[src/rtl/wtt_pkg.sv]
// types, codes and constant tables for the waypoint then track steering core
`default_nettype none
package wtt_pkg;

    // item kinds on the input channel
    localparam logic [1:0] FUNC_SUMMON = 2'd0;
    localparam logic [1:0] FUNC_DETECT = 2'd1;
    localparam logic [1:0] FUNC_TICK   = 2'd2;

    // configuration register indexes
    localparam logic [2:0] CFG_DRIVE_VEL  = 3'd0;
    localparam logic [2:0] CFG_SPEED_GAIN = 3'd1;
    localparam logic [2:0] CFG_TURN_GAIN  = 3'd2;
    localparam logic [2:0] CFG_TRANS_DIST = 3'd3;
    localparam logic [2:0] CFG_STOP_DIST  = 3'd4;
    localparam logic [2:0] CFG_TGT_CLASS  = 3'd5;

    // fixed constants
    localparam logic [23:0]        RANGE_RESET = 24'd102400;
    localparam logic [23:0]        ONE_METRE   = 24'd1024;
    localparam logic [23:0]        DIST_MAX    = 24'd16777215;
    localparam logic signed [32:0] INV_GAIN    = 33'sd2608131496;
    localparam logic signed [32:0] PI_Q16      = 33'sd205887;
    localparam int                 ATAN_DEPTH  = 24;

    typedef enum logic [3:0] {
        S_IDLE, S_CORD, S_MAG, S_MAGW, S_SPD, S_SPDW,
        S_TRN2, S_TRN3, S_TRK, S_TRKW, S_DONE
    } t_state;

    typedef struct packed {
        logic [1:0]         func;
        logic signed [23:0] target_x;
        logic signed [23:0] target_y;
        logic [7:0]         det_class;
        logic signed [23:0] det_lateral;
        logic [22:0]        det_range;
        logic signed [23:0] pose_x;
        logic signed [23:0] pose_y;
        logic [15:0]        pose_heading;
        logic signed [15:0] cmd_velocity;
        logic signed [15:0] cmd_turn;
    } t_in_beat;

    typedef struct packed {
        logic signed [15:0] out_velocity;
        logic signed [15:0] out_turn;
        logic [1:0]         mode;
        logic               arrived;
        logic [23:0]        waypoint_distance;
        logic [15:0]        bearing;
    } t_out_beat;

    // cordic arctangent table, 2^-32 turns
    function automatic logic [31:0] atan_turn(input logic [4:0] idx);
        logic [31:0] v;
        unique case (idx)
            5'd0:  v = 32'h20000000;
            5'd1:  v = 32'h12E4051E;
            5'd2:  v = 32'h09FB385B;
            5'd3:  v = 32'h051111D4;
            5'd4:  v = 32'h028B0D43;
            5'd5:  v = 32'h0145D7E1;
            5'd6:  v = 32'h00A2F61E;
            5'd7:  v = 32'h00517C55;
            5'd8:  v = 32'h0028BE53;
            5'd9:  v = 32'h00145F2F;
            5'd10: v = 32'h000A2F98;
            5'd11: v = 32'h000517CC;
            5'd12: v = 32'h00028BE6;
            5'd13: v = 32'h000145F3;
            5'd14: v = 32'h0000A2FA;
            5'd15: v = 32'h0000517D;
            5'd16: v = 32'h000028BE;
            5'd17: v = 32'h0000145F;
            5'd18: v = 32'h00000A30;
            5'd19: v = 32'h00000518;
            5'd20: v = 32'h0000028C;
            5'd21: v = 32'h00000146;
            5'd22: v = 32'h000000A3;
            5'd23: v = 32'h00000051;
            default: v = 32'h0;
        endcase
        return v;
    endfunction

    // saturate a wide signed value to 16 bits
    function automatic logic signed [15:0] sat16(input logic signed [66:0] v);
        logic signed [15:0] r;
        if (v > 67'sd32767) begin
            r = 16'sh7FFF;
        end else if (v < -67'sd32768) begin
            r = 16'sh8000;
        end else begin
            r = v[15:0];
        end
        return r;
    endfunction

endpackage
`default_nettype wire

[src/rtl/waypoint_then_track_steering_core.sv]
// Summon and detection beats give no result.
// A tick in path mode runs CORDIC_STEPS (capped at 24) cordic iterations and then uses
// the shared multiplier, which alone serves it when the goal sits at the pose; a tick
// without path goes to tracking or to the result, and waits while the output register is stalled.
// One item at a time; input stall is high until the result sits in the output register.
// Reset (synchronous, active low) clears modes, goal and kept detection, restores config.
`default_nettype none
module waypoint_then_track_steering_core
    import wtt_pkg::*;
#(
    parameter int CORDIC_STEPS = 16
) (
    input  wire logic        i_clk,
    input  wire logic        i_rst_n,
    input  wire logic        i_in_valid,
    input  wire t_in_beat    i_in_data,
    output logic             o_in_stall,
    output logic             o_out_valid,
    output t_out_beat        o_out_data,
    input  wire logic        i_out_stall,
    input  wire logic        i_cfg_wr_en,
    input  wire logic [2:0]  i_cfg_index,
    input  wire logic [22:0] i_cfg_data
);

    localparam int NSTEP = (CORDIC_STEPS > ATAN_DEPTH) ? ATAN_DEPTH : CORDIC_STEPS;

    // configuration registers
    logic [14:0] r_drive;
    logic [15:0] r_speed_gain, r_turn_gain;
    logic [22:0] r_trans_dist, r_stop_dist;
    logic [7:0]  r_tgt_class;

    always_ff @(posedge i_clk) begin
        if (!i_rst_n) begin
            r_drive      <= 15'd256;
            r_speed_gain <= 16'd256;
            r_turn_gain  <= 16'd256;
            r_trans_dist <= 23'd5120;
            r_stop_dist  <= 23'd1024;
            r_tgt_class  <= 8'd0;
        end else if (i_cfg_wr_en) begin
            unique case (i_cfg_index)
                CFG_DRIVE_VEL:  r_drive      <= i_cfg_data[14:0];
                CFG_SPEED_GAIN: r_speed_gain <= i_cfg_data[15:0];
                CFG_TURN_GAIN:  r_turn_gain  <= i_cfg_data[15:0];
                CFG_TRANS_DIST: r_trans_dist <= i_cfg_data;
                CFG_STOP_DIST:  r_stop_dist  <= i_cfg_data;
                CFG_TGT_CLASS:  r_tgt_class  <= i_cfg_data[7:0];
                default: ;
            endcase
        end
    end

    // sequencer and datapath registers
    t_state             r_state, n_state;
    logic               r_pending, n_pending, r_path, n_path, r_track, n_track;
    logic               r_arrived, n_arrived;
    logic signed [23:0] r_goal_x, n_goal_x, r_goal_y, n_goal_y;
    logic [23:0]        r_best_range, n_best_range;
    logic signed [23:0] r_best_lat, n_best_lat;
    logic [23:0]        r_last_dist, n_last_dist;
    logic [15:0]        r_last_bear, n_last_bear;
    logic [15:0]        r_heading, n_heading;
    logic signed [15:0] r_vel, n_vel, r_turn, n_turn;
    logic signed [31:0] r_x, n_x, r_y, n_y;
    logic [31:0]        r_z, n_z;
    logic [4:0]         r_iter, n_iter;
    logic signed [66:0] r_prod;
    logic               r_out_valid, n_out_valid;
    t_out_beat          r_out, n_out;

    // shared multiplier operands
    logic signed [33:0] mul_a;
    logic signed [32:0] mul_b;

    logic signed [24:0] t_dx, t_dy;
    logic signed [31:0] t_x0, t_y0, t_xs, t_ys;
    logic signed [66:0] t_wide;
    logic signed [15:0] t_err;
    logic               t_handover;

    // next state and datapath
    always_comb begin
        n_state = r_state;  n_pending = r_pending; n_path = r_path; n_track = r_track;
        n_arrived = r_arrived; n_goal_x = r_goal_x; n_goal_y = r_goal_y;
        n_best_range = r_best_range; n_best_lat = r_best_lat;
        n_last_dist = r_last_dist; n_last_bear = r_last_bear; n_heading = r_heading;
        n_vel = r_vel; n_turn = r_turn; n_x = r_x; n_y = r_y; n_z = r_z;
        n_iter = r_iter; n_out = r_out;
        n_out_valid = r_out_valid && i_out_stall;
        mul_a = '0;
        mul_b = '0;
        t_dx = 25'(r_goal_x) - 25'(i_in_data.pose_x);
        t_dy = 25'(r_goal_y) - 25'(i_in_data.pose_y);
        t_x0 = 32'(t_dx) <<< 4;
        t_y0 = 32'(t_dy) <<< 4;
        t_xs = r_x >>> r_iter;
        t_ys = r_y >>> r_iter;
        t_wide = '0;
        t_err = $signed(r_last_bear - r_heading);
        t_handover = 1'b0;
        o_in_stall = (r_state != S_IDLE);

        unique case (r_state)
            S_IDLE: begin
                if (i_in_valid) begin
                    priority case (i_in_data.func)
                        FUNC_SUMMON: begin
                            n_goal_x  = i_in_data.target_x;
                            n_goal_y  = i_in_data.target_y;
                            n_pending = 1'b1;
                        end
                        FUNC_DETECT: begin
                            if (i_in_data.det_class == r_tgt_class &&
                                {1'b0, i_in_data.det_range} < r_best_range) begin
                                n_best_range = {1'b0, i_in_data.det_range};
                                n_best_lat   = i_in_data.det_lateral;
                            end
                        end
                        FUNC_TICK: begin
                            n_heading = i_in_data.pose_heading;
                            n_vel     = i_in_data.cmd_velocity;
                            n_turn    = i_in_data.cmd_turn;
                            n_arrived = 1'b0;
                            n_pending = 1'b0;
                            n_path    = r_path || r_pending;
                            if (r_path || r_pending) begin
                                if (t_dx == 25'sd0 && t_dy == 25'sd0) begin
                                    n_last_dist = '0;
                                    n_last_bear = '0;
                                    n_state     = S_SPD;
                                end else begin
                                    // fold into the right half plane
                                    n_x     = (t_x0 < 0) ? -t_x0 : t_x0;
                                    n_y     = (t_x0 < 0) ? -t_y0 : t_y0;
                                    n_z     = (t_x0 < 0) ? 32'h80000000 : 32'h0;
                                    n_iter  = '0;
                                    n_state = S_CORD;
                                end
                            end else if (r_track) begin
                                n_state = S_TRK;
                            end else begin
                                n_state = S_DONE;
                            end
                        end
                        default: ;
                    endcase
                end
            end
            // one vectoring iteration a cycle
            S_CORD: begin
                if (r_y >= 0) begin
                    n_x = r_x + t_ys;
                    n_y = r_y - t_xs;
                    n_z = r_z + atan_turn(r_iter);
                end else begin
                    n_x = r_x - t_ys;
                    n_y = r_y + t_xs;
                    n_z = r_z - atan_turn(r_iter);
                end
                if (r_iter == 5'(NSTEP - 1)) begin
                    n_state = S_MAG;
                end else begin
                    n_iter = r_iter + 5'd1;
                end
            end
            S_MAG: begin
                mul_a   = 34'(r_x);
                mul_b   = INV_GAIN;
                n_state = S_MAGW;
            end
            // gain-corrected magnitude and rounded bearing
            S_MAGW: begin
                t_wide = (r_prod + 67'sd34359738368) >>> 36;
                if (t_wide < 0) begin
                    n_last_dist = '0;
                end else if (t_wide > $signed(67'(DIST_MAX))) begin
                    n_last_dist = DIST_MAX;
                end else begin
                    n_last_dist = t_wide[23:0];
                end
                n_last_bear = 16'((r_z + 32'h8000) >> 16);
                n_state     = S_SPD;
            end
            S_SPD: begin
                mul_a   = {10'b0, r_last_dist};
                mul_b   = {17'b0, r_speed_gain};
                n_state = S_SPDW;
            end
            // speed clamp, then heading error times gain
            S_SPDW: begin
                t_wide = r_prod >>> 10;
                if (t_wide > $signed(67'(r_drive))) begin
                    n_vel = {1'b0, r_drive};
                end else begin
                    n_vel = t_wide[15:0];
                end
                mul_a   = 34'(t_err);
                mul_b   = {17'b0, r_turn_gain};
                n_state = S_TRN2;
            end
            S_TRN2: begin
                mul_a   = r_prod[33:0];
                mul_b   = PI_Q16;
                n_state = S_TRN3;
            end
            // path turn and hand-over to tracking
            S_TRN3: begin
                n_turn = sat16((r_prod + 67'sd1073741824) >>> 31);
                t_handover = (r_last_dist < {1'b0, r_trans_dist} &&
                              r_best_range < {1'b0, r_trans_dist}) ||
                             r_last_dist < ONE_METRE;
                if (t_handover) begin
                    n_path   = 1'b0;
                    n_goal_x = '0;
                    n_goal_y = '0;
                    n_track  = 1'b1;
                end
                n_state = (t_handover || r_track) ? S_TRK : S_DONE;
            end
            S_TRK: begin
                mul_a   = 34'(r_best_lat);
                mul_b   = {17'b0, r_turn_gain};
                n_state = S_TRKW;
            end
            S_TRKW: begin
                if (r_best_range < {1'b0, r_stop_dist}) begin
                    n_track   = 1'b0;
                    n_arrived = 1'b1;
                end
                n_vel   = {1'b0, r_drive};
                n_turn  = sat16(r_prod >>> 10);
                n_state = S_DONE;
            end
            // hand the result to the output register
            S_DONE: begin
                if (!r_out_valid || !i_out_stall) begin
                    n_out.out_velocity      = r_vel;
                    n_out.out_turn          = r_turn;
                    n_out.mode              = {r_track, r_path};
                    n_out.arrived           = r_arrived;
                    n_out.waypoint_distance = r_last_dist;
                    n_out.bearing           = r_last_bear;
                    n_out_valid             = 1'b1;
                    n_best_range            = RANGE_RESET;
                    n_best_lat              = '0;
                    n_state                 = S_IDLE;
                end
            end
            default: n_state = S_IDLE;
        endcase
    end

    // state register
    always_ff @(posedge i_clk) begin
        if (!i_rst_n) begin
            r_state      <= S_IDLE;
            r_pending    <= 1'b0;
            r_path       <= 1'b0;
            r_track      <= 1'b0;
            r_arrived    <= 1'b0;
            r_goal_x     <= '0;
            r_goal_y     <= '0;
            r_best_range <= RANGE_RESET;
            r_best_lat   <= '0;
            r_last_dist  <= '0;
            r_last_bear  <= '0;
            r_out_valid  <= 1'b0;
        end else begin
            r_state      <= n_state;
            r_pending    <= n_pending;
            r_path       <= n_path;
            r_track      <= n_track;
            r_arrived    <= n_arrived;
            r_goal_x     <= n_goal_x;
            r_goal_y     <= n_goal_y;
            r_best_range <= n_best_range;
            r_best_lat   <= n_best_lat;
            r_last_dist  <= n_last_dist;
            r_last_bear  <= n_last_bear;
            r_out_valid  <= n_out_valid;
        end
    end

    // payload registers and the shared multiplier
    always_ff @(posedge i_clk) begin
        r_heading <= n_heading;
        r_vel     <= n_vel;
        r_turn    <= n_turn;
        r_x       <= n_x;
        r_y       <= n_y;
        r_z       <= n_z;
        r_iter    <= n_iter;
        r_out     <= n_out;
        r_prod    <= mul_a * mul_b;
    end

    assign o_out_valid = r_out_valid;
    assign o_out_data  = r_out;

    // checks
    a_arrived_clears_track: assert property (@(posedge i_clk) disable iff (!i_rst_n)
        o_out_valid && o_out_data.arrived |-> !o_out_data.mode[1])
        else $error("arrived with tracking still set");
    a_iter_bound: assert property (@(posedge i_clk) disable iff (!i_rst_n)
        r_state == S_CORD |-> r_iter < 5'(NSTEP))
        else $error("cordic step count out of range");
    a_result_from_done: assert property (@(posedge i_clk) disable iff (!i_rst_n)
        $rose(o_out_valid) |-> $past(r_state) == S_DONE)
        else $error("result without a finished tick");
    a_cordic_to_mag: assert property (@(posedge i_clk) disable iff (!i_rst_n)
        r_state == S_MAG |-> $past(r_state) == S_CORD)
        else $error("magnitude step not after cordic");

endmodule
`default_nettype wire

[config.mk]
export PLATFORM = sky130hd
export DESIGN_NAME = waypoint_then_track_steering_core
export DESIGN_NICKNAME = d
export VERILOG_FILES = /design/src/rtl/wtt_pkg.sv /design/src/rtl/waypoint_then_track_steering_core.sv
export SDC_FILE = /design/constraint.sdc
export NUM_CORES = 2
export LEC_CHECK = 0
export BUFFER_PORTS_ARGS = -buffer_cell sky130_fd_sc_hd__buf_2
export CORE_UTILIZATION = 59
export DETAILED_ROUTE_END_ITERATION = 16
export GPL_TIMING_DRIVEN = 1
export PLACE_DENSITY = 0.8
export SKIP_LAST_GASP = 1
export SLEW_MARGIN = 15
export SYNTH_ARGS = -nofsm -noshare
export SYNTH_HDL_FRONTEND = slang
export SYNTH_SLANG_ARGS = --single-unit
[constraint.sdc]
create_clock -name i_clk -period 9.6 [get_ports i_clk]
set_input_delay 0.96 -clock i_clk [delete_from_list [all_inputs] [get_ports i_clk]]
set_output_delay 0.96 -clock i_clk [all_outputs]
set_load 0.02 [all_outputs]
# [Yosys cells after proc, flatten, opt, wreduce, memory -nomap -nowiden]
# Memory sizes are Yosys's and may differ from the RTL's. A register that Yosys moved wholly into a read port is not among the register bits.
# Index checks and enable logic that the tools add are counted.
[word_totals] n_memories=2 out_inout_bits=77 romBits=1920 regBits=537
[memory_table] memory="(no name shown)" depth=32 word_bits=30 rd=1 rd_ports_with_merged_regs=1 write_ports=0 line="wtt_pkg.sv:57" rtl="unique case (idx)"
[memory_table] memory="(no name shown)" depth=32 word_bits=30 rd=1 rd_ports_with_merged_regs=1 write_ports=0 line="wtt_pkg.sv:57"
[op_classes] eq_ne=32 order_cmp=14 n_addsub=15 n_reduce_logical=46 n_mul=1 shifts=2 muxes=98
[op_table] cell="$mux W32" n=22
[op_table] cell="$mux W24" n=19
[op_table] cell="$pmux W24 S2" n=5
[op_table] cell="$mux W16" n=13
[op_table] cell="$pmux W32 S2" n=3
[op_table] cell="$pmux W34 S5" n=1
[op_table] cell="$pmux W32 S4" n=1
[op_table] cell="$add A32 B32 Y32" n=3
[op_table] cell="$pmux W16 S3" n=2
[op_table] cell="$sub A32 B32 Y32" n=3
[op_table] cell="$lt A24 B23 Y1" n=3
[op_table] cell="$add A67 B32 Y67 const B" n=1
[op_table] cell="$add A67 B37 Y67 const B" n=1
[op_table] cell="$mul A34 B33 Y67" n=1
[op_table] cell="$neg A29 Y32" n=2
[op_table] cell="$sshr A32 B5 Y32" n=2
[op_table] cell="$gt A57 B16 Y1" n=1
[op_table] cell="$gt A57 B16 Y1 const B" n=1
[op_table] cell="$lt A57 B16 Y1 const B" n=1
[op_table] cell="$logic_not A25 Y1" n=2
[op_table] cell="$sub A24 B24 Y25" n=2
[op_table] cell="$pmux W4 S11" n=1
[op_table] cell="$gt A36 B16 Y1 const B" n=1
[op_table] cell="$lt A36 B16 Y1 const B" n=1
[op_table] cell="other kinds (45)" n=116

# [Longest topological paths before layout]
[logic_depth] word_depth=9 ltp_mapped=45

# [Worst setup path before layout]
# Ideal clock, no wire load.
[synth_path] path_type="register to register" from="reg r_heading[1]" to="reg r_prod[63]" path_slack_ps=-1048 setup_ps=72 period_less_slack_ps=10648 n_path_buf=1 path_stages_with_launch=40 t_arrival_ps=10576 path_cell_list="edfxtp_1 inv_1 ha_1 nor2b_1 o21ai_0 a21oi_1 o21ai_0 a21oi_1 o2111ai_1 a31oi_1 a41oi_1 mux2i_1 nor2_1 nand2_1 nor3_1 clkbuf_1 nor2_1 fa_1 [... 4 more ...] inv_1 fa_1 inv_1 fa_1 fa_1 fa_1 inv_1 fa_1 inv_1 ha_1 a21oi_1 nor2b_1 o21ai_0 nand2b_1 o41a_1 a41o_1 o41ai_1 xnor2_1"
[synth_via] elab_chain_len=3
[synth_rtl] item="start, declared" line="waypoint_then_track_steering_core.sv:64" rtl="logic [15:0] r_heading, n_heading;"
[synth_rtl] item="start signal, assigned" line="waypoint_then_track_steering_core.sv:288" rtl="r_heading <= n_heading;"
[synth_rtl] item="$sub A16 B16 Y16" line="waypoint_then_track_steering_core.sv:101" rtl="t_err = $signed(r_last_bear - r_heading);"
[synth_rtl] item="$pmux W34 S5" line="waypoint_then_track_steering_core.sv:105" rtl="unique case (r_state)"
[synth_rtl] item="$mul A34 B33 Y67" line="waypoint_then_track_steering_core.sv:296" rtl="r_prod <= mul_a * mul_b;"
[synth_rtl] item="end signal, assigned" line="waypoint_then_track_steering_core.sv:296"
[synth_rtl] item="end, declared" line="waypoint_then_track_steering_core.sv:69" rtl="logic signed [66:0] r_prod;"
# Every way passes these cells.
# A chain may end at the register's enable or synchronous reset.

# [Worst setup path after layout]
[layout_path] from="reg r_heading[1]" to="reg r_prod[66]"
# Same word-level chain as after synthesis.

==> metrics <==
run status=finished, violations left; failing checks=negative setup slack; Slew Limit Fails=0; hold path start=r_turn[10]$_DFFE_PP_; DRC Markers=0; Starting Density=0.598; Critical Path End Type=flop; Cells after DPL=10,200; remaining antenna violation count=0; global-route usage over all layers=0.420; die height=349 um; adder-cell share of the synthesized area=0.362; static leakage=39.7 nW; Final setup viols=35; hold path cells=0; Final period util=1.09; DRT iter0 DRCs=6,785; first-pass GRT wire length=383,000 um; Post-synth EDFFs=224; Pwr Total=0.0209 W; clock share of power=0.129; Top Ports=309; most frequent cell on the critical path=fa_1; fin crit period=10.44 ns; die area=122,000 um^2; Clock Skews=0.0430 ns; IR drop worst, VDD=0.000214 V; Num CTS Buffers=68; leading area contributor after synthesis=fa_1; max cap viols=0; H-tree depth=3; Reg2Reg Depth=44; synth unique cells=100; Synth area leaders=fa_1 (27%), dfxtp_1 (9.6%), ha_1 (9.6%); Final Wtd Congestion=1.07; sequential-to-total area share from yosys stat=0.191; Via density=6.08; total global routing overflow=0; post-synthesis cell area=71,000 um^2; Simple-Gate Fraction of Synth Area=0.148; worst hold path endpoint=o_out_data[53]$_DFFE_PP_; WP data required=10.17 ns; CP Launch Type=flop; R2R Setup Slk=-0.84 ns; FILL cells=9,026; Post-Syn Instances=8,003; top-area cell type share of the netlist area=0.266; synth-to-layout area growth=17.6%; Finished Core Util=0.703; crit-path leading delay family=adder cells; multiplexer area fraction after synthesis=0.0340; dominant synthesized flop cell=dfxtp_1; multi-input logic area=52,700 um^2; share of cells above drive strength 1=0.193; crit-path max FO=7; reg2reg start=r_heading[1]$_DFFE_PP_; slowest CP cell=fa_1; Post-DP HPWL=204,000 um; clock-pin slew on the worst setup and hold paths=0.07 ns; Hold Vio Cnt, Final=0; sw frac=0.493; maximum clock frequency=0.0958 GHz; slowest stage delay, CP=0.56 ns; worst path bufs/invs=9; net switching power=0.0103 W; commonest non-fill, non-tap cell in the layout=inv_1; total core area=119,000 um^2; RSZ-0062 raised after global routing=true; Nets=10,500; CTS root buf=clkbuf_16; clk sinks=566; main combinational cell family by area after synthesis=adder cells; Synth Area in Compound Gates=0.128; combinational power share=0.698; commonest non-fill, non-tap cells in the layout=inv_1 (1,299), fa_1 (885), nand2_1 (868); CP arrival=11.01 ns; vias in the first global route=64,100; router iterations before antenna repair=10; Ys Warns=0; clock tree buffer depth=3; setup TNS=-14.16 ns; pwr dens=250 nW/um^2; ys async rst share=0; register area=13,600 um^2; RR Endpoint=r_prod[66]$_DFF_P_; Die W=349 um; path type of the worst setup path=reg2reg; Rel. slew slack=0.149; final WL=256,000 um; setup ws final=-0.841 ns; post-DR wirelength/cell=24.5 um; Mean Syn Cell Area=8.87 um^2; PortBufs=308; Min-Delay Path Class=reg2reg; internal power=0.0106 W; Worst Tran Pin Value=1.28 ns; CTS tree=done; initial antenna violation count=25; sequential share of power=0.173; #FFs+latches synth=566; DR vias=63,600; row cnt=126; Final Non-Filler Cells=10,500; Post-Synth XOR/XNOR Area=0.0476; largest net degree at the start of global routing=89; Syn Nets=9,720; worst skew pair latency=0.71 ns
## metrics by stage
| step | setup slack (ns) | area [um^2] | hold WS [ns] |
|---|---|---|---|
| 2_1_floorplan | -0.205 | 71400 | 0.400 |
| 3_3_place_gp | -0.807 | 78800 | 0.401 |
| 3_5_place_dp | -0.970 | 78800 | 0.405 |
| 4_1_cts | -0.465 | 82000 | 0.419 |
| 5_1_grt | -1.14 | 83400 | 0.420 |
| 6_report | -0.841 | 83500 | 0.417 |
## metal layers
| metal | GRT usage | vias up | wire length [um] |
|---|---|---|---|
| li1 | - | 27800 | - |
| met1 | 0.515 | 31100 | 94300 |
| met2 | 0.642 | 3666 | 112000 |
| met3 | 0.133 | 975 | 29400 |
| met4 | 0.266 | 22 | 20100 |
| met5 | 0 | - | 138 |
## power by group through the flow
stage	logic, W	clock network [W]	registers, W
6_report	0.0146	0.00269	0.00361
5_1_grt	0.0157	0.00281	0.00362
4_1_cts	0.0137	0.00271	0.00355
3_5_place_dp	0.0135	0	0.00359
3_3_place_gp	0.0132	0	0.00357
2_1_floorplan	0.00921	0	0.00334
## logic make-up (layout without fill, tap and decap cells)
group | count (synthesis) | after routing
AOI/OAI and AO/OA | 1415 | 1415
other | 0 | 9
buffers and inverters | 1686 | 2532
xor gates and xnor gates | 385 | 385
adders and majority gates | 1486 | 1486
and+or+nand+nor | 2326 | 2326
DFF | 566 | 566
muxes | 139 | 139
## worst reg2reg max path, delay by kind of cell (launching register included)
family                     cells  cell delay, ns
adders and majority gates     10            4.38
AOI/OAI and AO/OA             17            3.30
and+or+nand+nor                6            0.92
buffers and inverters          9            0.88
DFF                            1            0.42
muxes                          1            0.32
xor gates and xnor gates       1            0.09
## what timing repair did
action                     in CTS  in global routing
gates cloned                    0                  1
setup endpoints to repair      37                 46
buffers inserted               61                 51
resized for setup             108                286
hold endpoints to repair        0                  0
hold buffers                    0                  0
pin swaps                     104                189
## state kept, by name, indices dropped and copies added, names as in the netlist, 16 cells and up, named ones only
register,flops
r_heading,16
r_speed_gain,16
r_x,32
r_best_range,23
r_z,32
r_stop_dist,23
r_prod,67
r_best_lat,24
o_out_data,75
r_goal_y,24
r_y,32
r_goal_x,24
r_turn,16
r_turn_gain,16
r_last_bear,16
r_trans_dist,23
r_last_dist,24
r_vel,16
## cells in the mapped netlist, drive strengths merged (13+ instances only)
cell type and count:
and2 37, a21boi 15, o2111ai 13, xnor2 226, inv 1361, dfxtp 342, ha 542, nor3 99
xor2 159, nand2 884, a22oi 70, nor4 30, and4 24, a31oi 37, mux2 18, fa 943
nand3b 15, nor2b 54, o41ai 17, a211oi 24, edfxtp 224, or2 67, or3 43, nor2 721
a21o 129, clkbuf 281, nand3 112, mux2i 41, o21ai 254, nand2b 79, a22o 55, nand4 55
o21bai 29, a21oi 507, mux4 80, and3 62, o211ai 36, o22ai 16, o21a 59, or4 15
o31ai 32, buf 42
## cell type report
class,instances,area share
diodes,9,0.000270
clock buffers,92,0.0224
clock inverters,34,0.00559
inverters,1363,0.0615
multi-input cells,5751,0.632
flip-flops and latches,566,0.163
well taps,1600,0.0240
repair buffers,1043,0.0920
## how the worst max path moves through the flow
stage	startpoint	endpoint	cells after the start
after floorplan	r_heading[1]$_DFFE_PP_	r_prod[63]$_DFF_P_	42
after global routing	r_heading[1]$_DFFE_PP_	r_prod[64]$_DFF_P_	44
after detailed placement	r_heading[1]$_DFFE_PP_	r_prod[63]$_DFF_P_	44
final	r_heading[1]$_DFFE_PP_	r_prod[66]$_DFF_P_	44
after CTS	r_last_bear[0]$_SDFFE_PN0P_	r_prod[64]$_DFF_P_	47
after global placement	r_heading[1]$_DFFE_PP_	r_prod[63]$_DFF_P_	44
No activity file was read; power rests on OpenSTA's default activity.
